`src/hdl/u8dec_pkg.sv`:
```
// ----------------------------------------------------------------------------
// u8dec_pkg: shared types and constants for the UTF-8 stream decoder
// Field widths, result queue sizing, sequence length codes and the lead byte
// classifier used by the decoder and its channel interfaces.
// ----------------------------------------------------------------------------
package u8dec_pkg;

  // Payload widths
  localparam int unsigned BYTE_W  = 8;
  localparam int unsigned CP_W    = 21;
  localparam int unsigned COUNT_W = 3;

  // Result queue sizing
  localparam int unsigned FIFO_DEPTH  = 8;
  localparam int unsigned PTR_W       = $clog2(FIFO_DEPTH);
  localparam int unsigned FILL_W      = PTR_W + 1;
  localparam int unsigned MAX_RESULTS = 4;
  localparam int unsigned NUM_W       = $clog2(MAX_RESULTS + 1);

  // Buffered bytes of an open sequence
  localparam int unsigned PEND_DEPTH = 3;

  // Sequence length codes
  localparam logic [COUNT_W-1:0] LEN_NONE  = 3'd0;
  localparam logic [COUNT_W-1:0] LEN_ONE   = 3'd1;
  localparam logic [COUNT_W-1:0] LEN_TWO   = 3'd2;
  localparam logic [COUNT_W-1:0] LEN_THREE = 3'd3;
  localparam logic [COUNT_W-1:0] LEN_FOUR  = 3'd4;

  // Lead byte masks and patterns
  localparam logic [BYTE_W-1:0] MASK_TWO    = 8'hE0;
  localparam logic [BYTE_W-1:0] LEAD_TWO    = 8'hC0;
  localparam logic [BYTE_W-1:0] MASK_THREE  = 8'hF0;
  localparam logic [BYTE_W-1:0] LEAD_THREE  = 8'hE0;
  localparam logic [BYTE_W-1:0] MASK_FOUR   = 8'hF8;
  localparam logic [BYTE_W-1:0] LEAD_FOUR   = 8'hF0;
  localparam logic [BYTE_W-1:0] MASK_CONT   = 8'hC0;
  localparam logic [BYTE_W-1:0] CONT_MARK   = 8'h80;

  // One queued result
  typedef struct packed {
    logic [CP_W-1:0]    code_point;
    logic [COUNT_W-1:0] byte_count;
    logic               passed_through;
    logic               last_of_run;
  } result_t;

  // Length of the sequence a byte opens, LEN_NONE if it is no lead
  function automatic logic [COUNT_W-1:0] lead_length(input logic [BYTE_W-1:0] b);
    logic [COUNT_W-1:0] len;
    len = LEN_NONE;
    if ((b & MASK_TWO) == LEAD_TWO) begin
      len = LEN_TWO;
    end else if ((b & MASK_THREE) == LEAD_THREE) begin
      len = LEN_THREE;
    end else if ((b & MASK_FOUR) == LEAD_FOUR) begin
      len = LEN_FOUR;
    end
    return len;
  endfunction

endpackage

```
`src/hdl/u8dec_byte_if.sv`:
```
// ----------------------------------------------------------------------------
// u8dec_byte_if: byte request channel
// Valid/ready channel carrying one raw text byte and its end-of-text mark.
// ----------------------------------------------------------------------------
interface u8dec_byte_if;
  logic                          valid;
  logic                          ready;
  logic [u8dec_pkg::BYTE_W-1:0]  byte_value;
  logic                          end_of_text;

  modport source (output valid, output byte_value, output end_of_text, input ready);
  modport sink   (input valid, input byte_value, input end_of_text, output ready);
endinterface

```
`src/hdl/u8dec_result_if.sv`:
```
// ----------------------------------------------------------------------------
// u8dec_result_if: decoded result channel
// Valid/ready channel carrying one code point or raw byte with its flags.
// ----------------------------------------------------------------------------
interface u8dec_result_if;
  logic                          valid;
  logic                          ready;
  logic [u8dec_pkg::CP_W-1:0]    code_point;
  logic [u8dec_pkg::COUNT_W-1:0] byte_count;
  logic                          passed_through;
  logic                          last_of_run;

  modport source (output valid, output code_point, output byte_count,
                  output passed_through, output last_of_run, input ready);
  modport sink   (input valid, input code_point, input byte_count,
                  input passed_through, input last_of_run, output ready);
endinterface

```
`src/hdl/utf8_stream_decoder_unit.sv`:
```
// ----------------------------------------------------------------------------
// utf8_stream_decoder_unit: streaming UTF-8 decoder
// Decodes one byte per request into code points; broken or invalid bytes are
// passed through raw. Results leave through an eight-entry result queue.
// ----------------------------------------------------------------------------
// One byte request is taken per clock while the result queue has room for
// four results; the decode of a byte (sequence tracking, code point assembly
// and the raw flush of a broken sequence) settles in the cycle it is accepted
// and writes its zero to four results into the queue at once. Results leave
// one per clock while the receiver takes them, so the sustained rate is then one
// byte per cycle: a byte never yields more results than the bytes it closes out.
// The byte request ready falls only while more than four results wait in the queue.
module utf8_stream_decoder_unit (
  input  logic             clk,
  input  logic             rst,
  u8dec_byte_if.sink       byte_chan,
  u8dec_result_if.source   result_chan
);

  // Open sequence state
  logic [u8dec_pkg::BYTE_W-1:0]  pending_bytes [u8dec_pkg::PEND_DEPTH];
  logic [1:0]                    pending_count;
  logic [u8dec_pkg::COUNT_W-1:0] expected_length;

  // Result queue
  u8dec_pkg::result_t            fifo [u8dec_pkg::FIFO_DEPTH];
  logic [u8dec_pkg::PTR_W-1:0]   rd_ptr;
  logic [u8dec_pkg::PTR_W-1:0]   wr_ptr;
  logic [u8dec_pkg::FILL_W-1:0]  fill_count;

  // Decode signals
  logic [u8dec_pkg::BYTE_W-1:0]  b;
  logic                          eot;
  logic                          is_cont;
  logic                          seq_open;
  logic                          completes;
  logic [u8dec_pkg::COUNT_W-1:0] fresh_len;
  logic [u8dec_pkg::CP_W-1:0]    assembled;
  logic [1:0]                    flush_n;
  logic                          tail_valid;
  u8dec_pkg::result_t            tail;
  logic                          store_cont;
  logic                          store_lead;
  logic [1:0]                    pending_count_next;
  logic [u8dec_pkg::COUNT_W-1:0] expected_length_next;
  logic [u8dec_pkg::NUM_W-1:0]   num_results;
  u8dec_pkg::result_t            slot [u8dec_pkg::MAX_RESULTS];
  logic                          byte_accept;
  logic                          pop;

  assign b           = byte_chan.byte_value;
  assign eot         = byte_chan.end_of_text;
  assign byte_accept = byte_chan.valid && byte_chan.ready;
  assign pop         = result_chan.valid && result_chan.ready;

  assign is_cont   = (b & u8dec_pkg::MASK_CONT) == u8dec_pkg::CONT_MARK;
  assign seq_open  = expected_length != u8dec_pkg::LEN_NONE;
  assign completes = ({1'b0, pending_count} + 3'd1) >= expected_length;
  assign fresh_len = u8dec_pkg::lead_length(b);

  // Assemble the code point of a sequence closed by this continuation
  always_comb begin
    unique case (expected_length)
      u8dec_pkg::LEN_TWO: begin
        assembled = {10'd0, pending_bytes[0][4:0], b[5:0]};
      end
      u8dec_pkg::LEN_THREE: begin
        assembled = {5'd0, pending_bytes[0][3:0], pending_bytes[1][5:0], b[5:0]};
      end
      default: begin
        assembled = {pending_bytes[0][2:0], pending_bytes[1][5:0],
                     pending_bytes[2][5:0], b[5:0]};
      end
    endcase
  end

  // Classify the byte: flushed raw bytes first, then at most one tail result
  always_comb begin
    flush_n              = 2'd0;
    tail_valid           = 1'b0;
    tail.code_point      = {13'd0, b};
    tail.byte_count      = u8dec_pkg::LEN_ONE;
    tail.passed_through  = 1'b1;
    tail.last_of_run     = 1'b0;
    store_cont           = 1'b0;
    store_lead           = 1'b0;
    pending_count_next   = pending_count;
    expected_length_next = expected_length;
    if (seq_open && is_cont) begin
      if (completes) begin
        tail_valid           = 1'b1;
        tail.code_point      = assembled;
        tail.byte_count      = expected_length;
        tail.passed_through  = 1'b0;
        pending_count_next   = 2'd0;
        expected_length_next = u8dec_pkg::LEN_NONE;
      end else begin
        store_cont = 1'b1;
        if (eot) begin
          flush_n              = pending_count;
          tail_valid           = 1'b1;
          pending_count_next   = 2'd0;
          expected_length_next = u8dec_pkg::LEN_NONE;
        end else begin
          pending_count_next = pending_count + 2'd1;
        end
      end
    end else begin
      flush_n              = seq_open ? pending_count : 2'd0;
      pending_count_next   = 2'd0;
      expected_length_next = u8dec_pkg::LEN_NONE;
      if (!b[7]) begin
        tail_valid          = 1'b1;
        tail.passed_through = 1'b0;
      end else if (fresh_len == u8dec_pkg::LEN_NONE) begin
        tail_valid = 1'b1;
      end else begin
        store_lead = 1'b1;
        if (eot) begin
          tail_valid = 1'b1;
        end else begin
          pending_count_next   = 2'd1;
          expected_length_next = fresh_len;
        end
      end
    end
  end

  assign num_results = {1'b0, flush_n} + {2'd0, tail_valid};

  // Lay out the results in order and mark the final one
  always_comb begin
    for (int i = 0; i < u8dec_pkg::PEND_DEPTH; i++) begin
      if (2'(i) < flush_n) begin
        slot[i].code_point     = {13'd0, pending_bytes[i]};
        slot[i].byte_count     = u8dec_pkg::LEN_ONE;
        slot[i].passed_through = 1'b1;
      end else begin
        slot[i].code_point     = tail.code_point;
        slot[i].byte_count     = tail.byte_count;
        slot[i].passed_through = tail.passed_through;
      end
      slot[i].last_of_run = (u8dec_pkg::NUM_W'(i) + 3'd1) == num_results;
    end
    slot[u8dec_pkg::MAX_RESULTS-1]             = tail;
    slot[u8dec_pkg::MAX_RESULTS-1].last_of_run =
      u8dec_pkg::NUM_W'(u8dec_pkg::MAX_RESULTS) == num_results;
  end

  // Advance sequence state and queue pointers
  always_ff @(posedge clk) begin
    if (rst) begin
      pending_count   <= 2'd0;
      expected_length <= u8dec_pkg::LEN_NONE;
      rd_ptr          <= '0;
      wr_ptr          <= '0;
      fill_count      <= '0;
    end else begin
      if (byte_accept) begin
        pending_count   <= pending_count_next;
        expected_length <= expected_length_next;
        wr_ptr          <= wr_ptr + u8dec_pkg::PTR_W'(num_results);
      end
      if (pop) begin
        rd_ptr <= rd_ptr + 1'b1;
      end
      fill_count <= fill_count
                    + (byte_accept ? u8dec_pkg::FILL_W'(num_results) : '0)
                    - u8dec_pkg::FILL_W'(pop);
    end
  end

  // Hold buffered lead and continuation bytes
  always_ff @(posedge clk) begin
    if (byte_accept) begin
      if (store_lead) begin
        pending_bytes[0] <= b;
      end
      for (int j = 0; j < u8dec_pkg::PEND_DEPTH; j++) begin
        if (store_cont && pending_count == 2'(j)) begin
          pending_bytes[j] <= b;
        end
      end
    end
  end

  // Write this byte's results into the queue
  always_ff @(posedge clk) begin
    if (byte_accept) begin
      for (int i = 0; i < u8dec_pkg::MAX_RESULTS; i++) begin
        if (u8dec_pkg::NUM_W'(i) < num_results) begin
          fifo[wr_ptr + u8dec_pkg::PTR_W'(i)] <= slot[i];
        end
      end
    end
  end

  // Channel outputs
  assign byte_chan.ready =
    fill_count <= u8dec_pkg::FILL_W'(u8dec_pkg::FIFO_DEPTH - u8dec_pkg::MAX_RESULTS);
  assign result_chan.valid          = fill_count != '0;
  assign result_chan.code_point     = fifo[rd_ptr].code_point;
  assign result_chan.byte_count     = fifo[rd_ptr].byte_count;
  assign result_chan.passed_through = fifo[rd_ptr].passed_through;
  assign result_chan.last_of_run    = fifo[rd_ptr].last_of_run;

  // Queue never overfills
  assert property (@(posedge clk) disable iff (rst)
    fill_count <= u8dec_pkg::FILL_W'(u8dec_pkg::FIFO_DEPTH))
    else $error("result queue overfilled");

  // An open sequence always has buffered bytes, and only then
  assert property (@(posedge clk) disable iff (rst)
    (expected_length == u8dec_pkg::LEN_NONE) == (pending_count == 2'd0))
    else $error("sequence length and buffered count disagree");

  // End of text leaves no sequence open
  assert property (@(posedge clk) disable iff (rst)
    byte_accept && eot |=> expected_length == u8dec_pkg::LEN_NONE)
    else $error("sequence left open after end of text");

  // Reset empties the result queue
  assert property (@(posedge clk) rst |=> !result_chan.valid)
    else $error("result valid after reset");

endmodule

```
`src/flat_wrapper.sv`:
```
// flat-port wrapper written by rule: the top's interface ports become plain ports
module utf8_stream_decoder_unit_flat 
  (clk, rst, byte_chan_valid, byte_chan_byte_value, byte_chan_end_of_text, byte_chan_ready, result_chan_valid, result_chan_code_point, result_chan_byte_count, result_chan_passed_through, result_chan_last_of_run, result_chan_ready);
  u8dec_byte_if byte_chan_i ();
  u8dec_result_if result_chan_i ();
  input  logic clk;
  input  logic rst;
  input wire logic [$bits(byte_chan_i.valid)-1:0] byte_chan_valid;
  input wire logic [$bits(byte_chan_i.byte_value)-1:0] byte_chan_byte_value;
  input wire logic [$bits(byte_chan_i.end_of_text)-1:0] byte_chan_end_of_text;
  output wire logic [$bits(byte_chan_i.ready)-1:0] byte_chan_ready;
  output wire logic [$bits(result_chan_i.valid)-1:0] result_chan_valid;
  output wire logic [$bits(result_chan_i.code_point)-1:0] result_chan_code_point;
  output wire logic [$bits(result_chan_i.byte_count)-1:0] result_chan_byte_count;
  output wire logic [$bits(result_chan_i.passed_through)-1:0] result_chan_passed_through;
  output wire logic [$bits(result_chan_i.last_of_run)-1:0] result_chan_last_of_run;
  input wire logic [$bits(result_chan_i.ready)-1:0] result_chan_ready;
  assign byte_chan_i.valid = byte_chan_valid;
  assign byte_chan_i.byte_value = byte_chan_byte_value;
  assign byte_chan_i.end_of_text = byte_chan_end_of_text;
  assign byte_chan_ready = byte_chan_i.ready;
  assign result_chan_valid = result_chan_i.valid;
  assign result_chan_code_point = result_chan_i.code_point;
  assign result_chan_byte_count = result_chan_i.byte_count;
  assign result_chan_passed_through = result_chan_i.passed_through;
  assign result_chan_last_of_run = result_chan_i.last_of_run;
  assign result_chan_i.ready = result_chan_ready;
  utf8_stream_decoder_unit u_core (.clk(clk), .rst(rst), .byte_chan(byte_chan_i), .result_chan(result_chan_i));
endmodule
```
`config.mk`:
```
export PLATFORM = sky130hd
export DESIGN_NAME = utf8_stream_decoder_unit_flat
export DESIGN_NICKNAME = d
export VERILOG_FILES = /design/src/hdl/u8dec_pkg.sv /design/src/hdl/u8dec_byte_if.sv /design/src/hdl/u8dec_result_if.sv /design/src/hdl/utf8_stream_decoder_unit.sv /design/src/flat_wrapper.sv
export SDC_FILE = /design/constraint.sdc
export NUM_CORES = 1
export LEC_CHECK = 0
export ABC_AREA = 1
export BUFFER_PORTS_ARGS = -buffer_cell sky130_fd_sc_hd__buf_4
export CAP_MARGIN = 20
export CORE_MARGIN = 2
export CORE_UTILIZATION = 40
export CTS_BUF_LIST = sky130_fd_sc_hd__clkbuf_2
export DETAILED_ROUTE_END_ITERATION = 12
export GPL_TIMING_DRIVEN = 0
export PLACE_DENSITY = 0.62
export SETUP_SLACK_MARGIN = 0.05
export SYNTH_ARGS = -nofsm -noshare
export SYNTH_HDL_FRONTEND = slang
export SYNTH_SLANG_ARGS = --single-unit
```
`constraint.sdc`:
```
create_clock -name clk -period 6.31 [get_ports clk]
set_input_delay 0.3155 -clock clk [delete_from_list [all_inputs] [get_ports clk]]
set_output_delay 0.3155 -clock clk [all_outputs]
set_load 0.05 [all_outputs]
```
==> results_dict.tcl <==
set metrics [dict create \
    run_status "finished clean" \
    nFillCells 3571 \
    hold_start "byte_chan_byte_value[2]" \
    area.growth.synth_to_final_pct 13.2 \
    drt_first_pass_iters 6 \
    synth_warnings 0 \
    root_buffer "sky130_fd_sc_hd__clkbuf_2" \
    hold_depth 2 \
    vias_in_the_first_global_route 12900 \
    fmax_mhz 189 \
    hold_violations 0 \
    critical-path-max-stage-delay_ns 0.57 \
    length_in_cells_of_the_worst_reg_to_reg_path 20 \
    worst_slew_pin_slew_ns 1.24 \
    grt_setup_unrepaired "no" \
    tritoncts_clock_tree "done" \
    grt_pass1_wl_mm 83.8 \
    htree_num_levels 3 \
    design.portCount 41 \
    post_synthesis_cell_area_um2 14500 \
    nets 1928 \
    grt_usage_pct 30.2 \
    cts.repair.resized 0 \
    ys_dominant_reg_cell "sky130_fd_sc_hd__edfxtp_1" \
    worst-setup-path-type "flop to flop" \
    synth_edf_count 232 \
    synth_area_leader_cell "sky130_fd_sc_hd__edfxtp_1" \
    clkSinkCount 250 \
    dp.final_hpwl_mm 41.1 \
    gr-total-overflow 0 \
    crit_path_frequent_cell "sky130_fd_sc_hd__nand2_1" \
    ctsLongestPathBuffers 3 \
    cp.arrival_ns 5.92 \
    report.final.slew_viol_count 0 \
    routed-via-count 13800 \
    dieArea_um2 37800 \
    worst_r2r_startpoint "u_core.pending_count[0]$_SDFFE_PP0P_" \
    gpl.final_weighted_congestion 1.04 \
    cts_made_buffers 68 \
    timing.setup.tns_ns 0 \
    grt_start_max_net_pins 24 \
    floorplan.rows 69 \
    crit_slowest_cell "sky130_fd_sc_hd__clkbuf_1" \
    final.min_clock_period_ns 5.28 \
    final_cell_area_um2 16400 \
    fp.dieH_um 194 \
    floorplan.core_area_um2 35700 \
    yosys_register_bits 250 \
    syn_avg_cell_area_um2 8.23 \
    yosysTopAreaCellShare_pct 48.0 \
    p_leak_uw 0.00663 \
    cap_viol_max_count 0 \
    crit-reg2reg-capture "u_core.fifo[0][23]$_DFFE_PP_" \
    critical_path.endpoint_type "flop" \
    clk_pin_slew_worst_paths_ns 0.11 \
    initial_drc_count 1865 \
    clkLatencyLatePin_ns 0.98 \
    detail_route.vias_per_cell 5.73 \
    cp_max_fo 17 \
    post_dp_cell_area_um2 15700 \
    post_synth_inst_count 1763 \
    power.density_nw_per_um2 350 \
    critical_path.cell_chain "clkbuf_1, inv_1, ha_1, ha_1, nand2_1, inv_1, nand2_1, nand3_1, nand2_1, nand3_1, clkbuf_1, inv_1, ha_1, ha_1, nand2_1, nor2_2, nand2_1, clkbuf_1, o2111ai_4, buf_12" \
    clock_skew_ns 0.103 \
    ys_seq_area_share_pct 50.5 \
    r2r_slack_ns 1.03 \
    most_common_cell_after_layout_fill_and_taps_aside "sky130_fd_sc_hd__nor2_1" \
    ys_types 44 \
    timing.max_slew.rel_slack_pct 16.8 \
    place.port_buffers 39 \
    drive_gt1_share_pct 13.3 \
    synth.net_count 1798 \
    timing.final.setup_violations 0 \
    fp.dieW_um 194 \
    start_kind "flop" \
    final_antenna_net_count 0 \
    overall_routed_net_length_mm 56.7 \
    grt_antenna_before_repair 3 \
    hold_class "primary input to flop" \
    layout_common_cells "359 x sky130_fd_sc_hd__nor2_1, 254 x sky130_fd_sc_hd__nand2_1, 243 x sky130_fd_sc_hd__nand3_1" \
    fin_crit_sh_pct 83.7 \
    drt-wirelength-per-cell_um 23.6 \
    worst_ir_drop_vdd_mv 0.228 \
    post_synth_main_area_contributors "sky130_fd_sc_hd__edfxtp_1 48%, sky130_fd_sc_hd__nor2_1 9.3%, sky130_fd_sc_hd__nand3_1 8.4%" \
    ys_async_sr_fraction_pct 0 \
    worst_hold_endpoint "u_core.pending_bytes[0][18]$_DFFE_PP_" \
    initial_utilization_pct 40.7 \
    post_route_drc_violation_count 0 \
    worst_path_required_ns 6.95 \
]
-- cell usage after synthesis, types with 3 or more instances --
cell	count
sky130_fd_sc_hd__o21ai_0	123
sky130_fd_sc_hd__inv_2	30
sky130_fd_sc_hd__xnor2_1	3
sky130_fd_sc_hd__nor2_1	360
sky130_fd_sc_hd__a211oi_1	3
sky130_fd_sc_hd__ha_1	20
sky130_fd_sc_hd__o2111ai_1	11
sky130_fd_sc_hd__nor2_4	9
sky130_fd_sc_hd__nand2_4	3
sky130_fd_sc_hd__buf_2	21
sky130_fd_sc_hd__buf_1	4
sky130_fd_sc_hd__inv_1	120
sky130_fd_sc_hd__nand2_2	8
sky130_fd_sc_hd__nand2_1	254
sky130_fd_sc_hd__clkbuf_1	66
sky130_fd_sc_hd__nor3_1	11
sky130_fd_sc_hd__nor2_2	3
sky130_fd_sc_hd__o211ai_1	36
sky130_fd_sc_hd__edfxtp_1	232
sky130_fd_sc_hd__buf_4	3
sky130_fd_sc_hd__buf_6	10
sky130_fd_sc_hd__a31oi_1	26
sky130_fd_sc_hd__nand3_1	243
sky130_fd_sc_hd__o21ai_1	6
sky130_fd_sc_hd__dfxtp_1	18
sky130_fd_sc_hd__a21oi_1	79
sky130_fd_sc_hd__clkinv_1	6
sky130_fd_sc_hd__o32ai_1	8
sky130_fd_sc_hd__o22ai_1	29
-- routing by layer --
| layer | vias up | track usage, % | routed length, µm |
|---|---|---|---|
| met5 | - | 0 | 9 |
| met4 | 2 | 13.9 | 2520 |
| met3 | 162 | 5.31 | 5290 |
| met2 | 754 | 46.6 | 24900 |
| met1 | 6492 | 41.6 | 24000 |
| li1 | 6366 | - | - |
-- where the power goes --
part / leakage [µW] / switching, µW / internal [µW] / total, µW
Combinational: 0.00381 / 1810 / 664 / 2480
Sequential: 0.00234 / 62.1 / 2030 / 2090
Clock: 0.000472 / 718 / 473 / 1190
-- critical path, delay by kind of cell, from the launching register on --
kind / cells / cell delay [ns]
flip-flops: 1 / 0.41
buffers and inverters: 7 / 2.04
AO/OA/AOI/OAI: 1 / 0.55
AND/OR/NAND/NOR: 8 / 0.83
adder cells (fa/ha/maj): 4 / 1.15
-- how the worst max path moves through the flow --
| stage | startpoint | endpoint | cells past startpoint |
|---|---|---|---|
| 2_1_floorplan | u_core.pending_count[0]$_SDFFE_PP0P_ | u_core.fifo[6][0]$_DFFE_PP_ | 18 |
| 3_3_place_gp | u_core.pending_count[0]$_SDFFE_PP0P_ | u_core.fifo[0][13]$_DFFE_PP_ | 17 |
| 3_5_place_dp | u_core.pending_count[0]$_SDFFE_PP0P_ | u_core.fifo[1][15]$_DFFE_PP_ | 20 |
| 4_1_cts | u_core.pending_count[0]$_SDFFE_PP0P_ | u_core.fifo[1][3]$_DFFE_PP_ | 20 |
| 5_1_grt | u_core.pending_count[0]$_SDFFE_PP0P_ | u_core.fifo[1][25]$_DFFE_PP_ | 20 |
| 6_report | u_core.pending_count[0]$_SDFFE_PP0P_ | u_core.fifo[0][23]$_DFFE_PP_ | 20 |
-- timing repair --
item / CTS / global route
setup buffers: 0 / 0
endpoints found under the hold margin: 47 / 0
hold buffers: 13 / 0
-- flip-flops by register name (all words and copies together), names as in the netlist, named ones only --
name and flops:
u_core.wr_ptr 3, u_core.expected_length 3, u_core.pending_bytes 24, u_core.rd_ptr 3
u_core.pending_count 2, u_core.fifo 208, u_core.fill_count 4
-- logic make-up (layout without fill, tap and decap cells) --
logic type	after synthesis	in the layout	synth area share, %
compound gates	329	329	13.2
xor+xnor	4	4	0.241
fa+ha+maj	22	22	2.00
buf+inv	260	439	7.50
flops	250	250	50.5
other cells	0	1	0
simple gates	898	898	26.6
-- layout make-up --
cell class | instances | area [µm²] | area share [%]
inverters | 156 | 586 | 3.56
plain buffers | 104 | 503 | 3.06
well taps | 461 | 577 | 3.51
diodes | 1 | 2.50 | 0.0152
repair buffers | 60 | 591 | 3.59
multi-input cells | 1253 | 6240 | 38.0
flip-flops and latches | 250 | 7330 | 44.6
clock buffers | 104 | 520 | 3.17
clock inverters | 15 | 86.3 | 0.525
-- per-stage QoR --
stage	power, µW	std cells	setup slack, ns	hold WS, ns	utilization, %
after floorplan	3680	1763	1.77	0.412	-
after global placement	4490	2263	-0.673	0.428	43.1
after detailed placement	4570	2271	1.25	0.435	44.0
after CTS	5750	2403	1.15	0.0569	46.1
after global routing	6070	2404	0.763	0.0991	46.1
final	5760	2404	1.03	0.116	46.1
No activity file was read; power rests on OpenSTA's default activity.
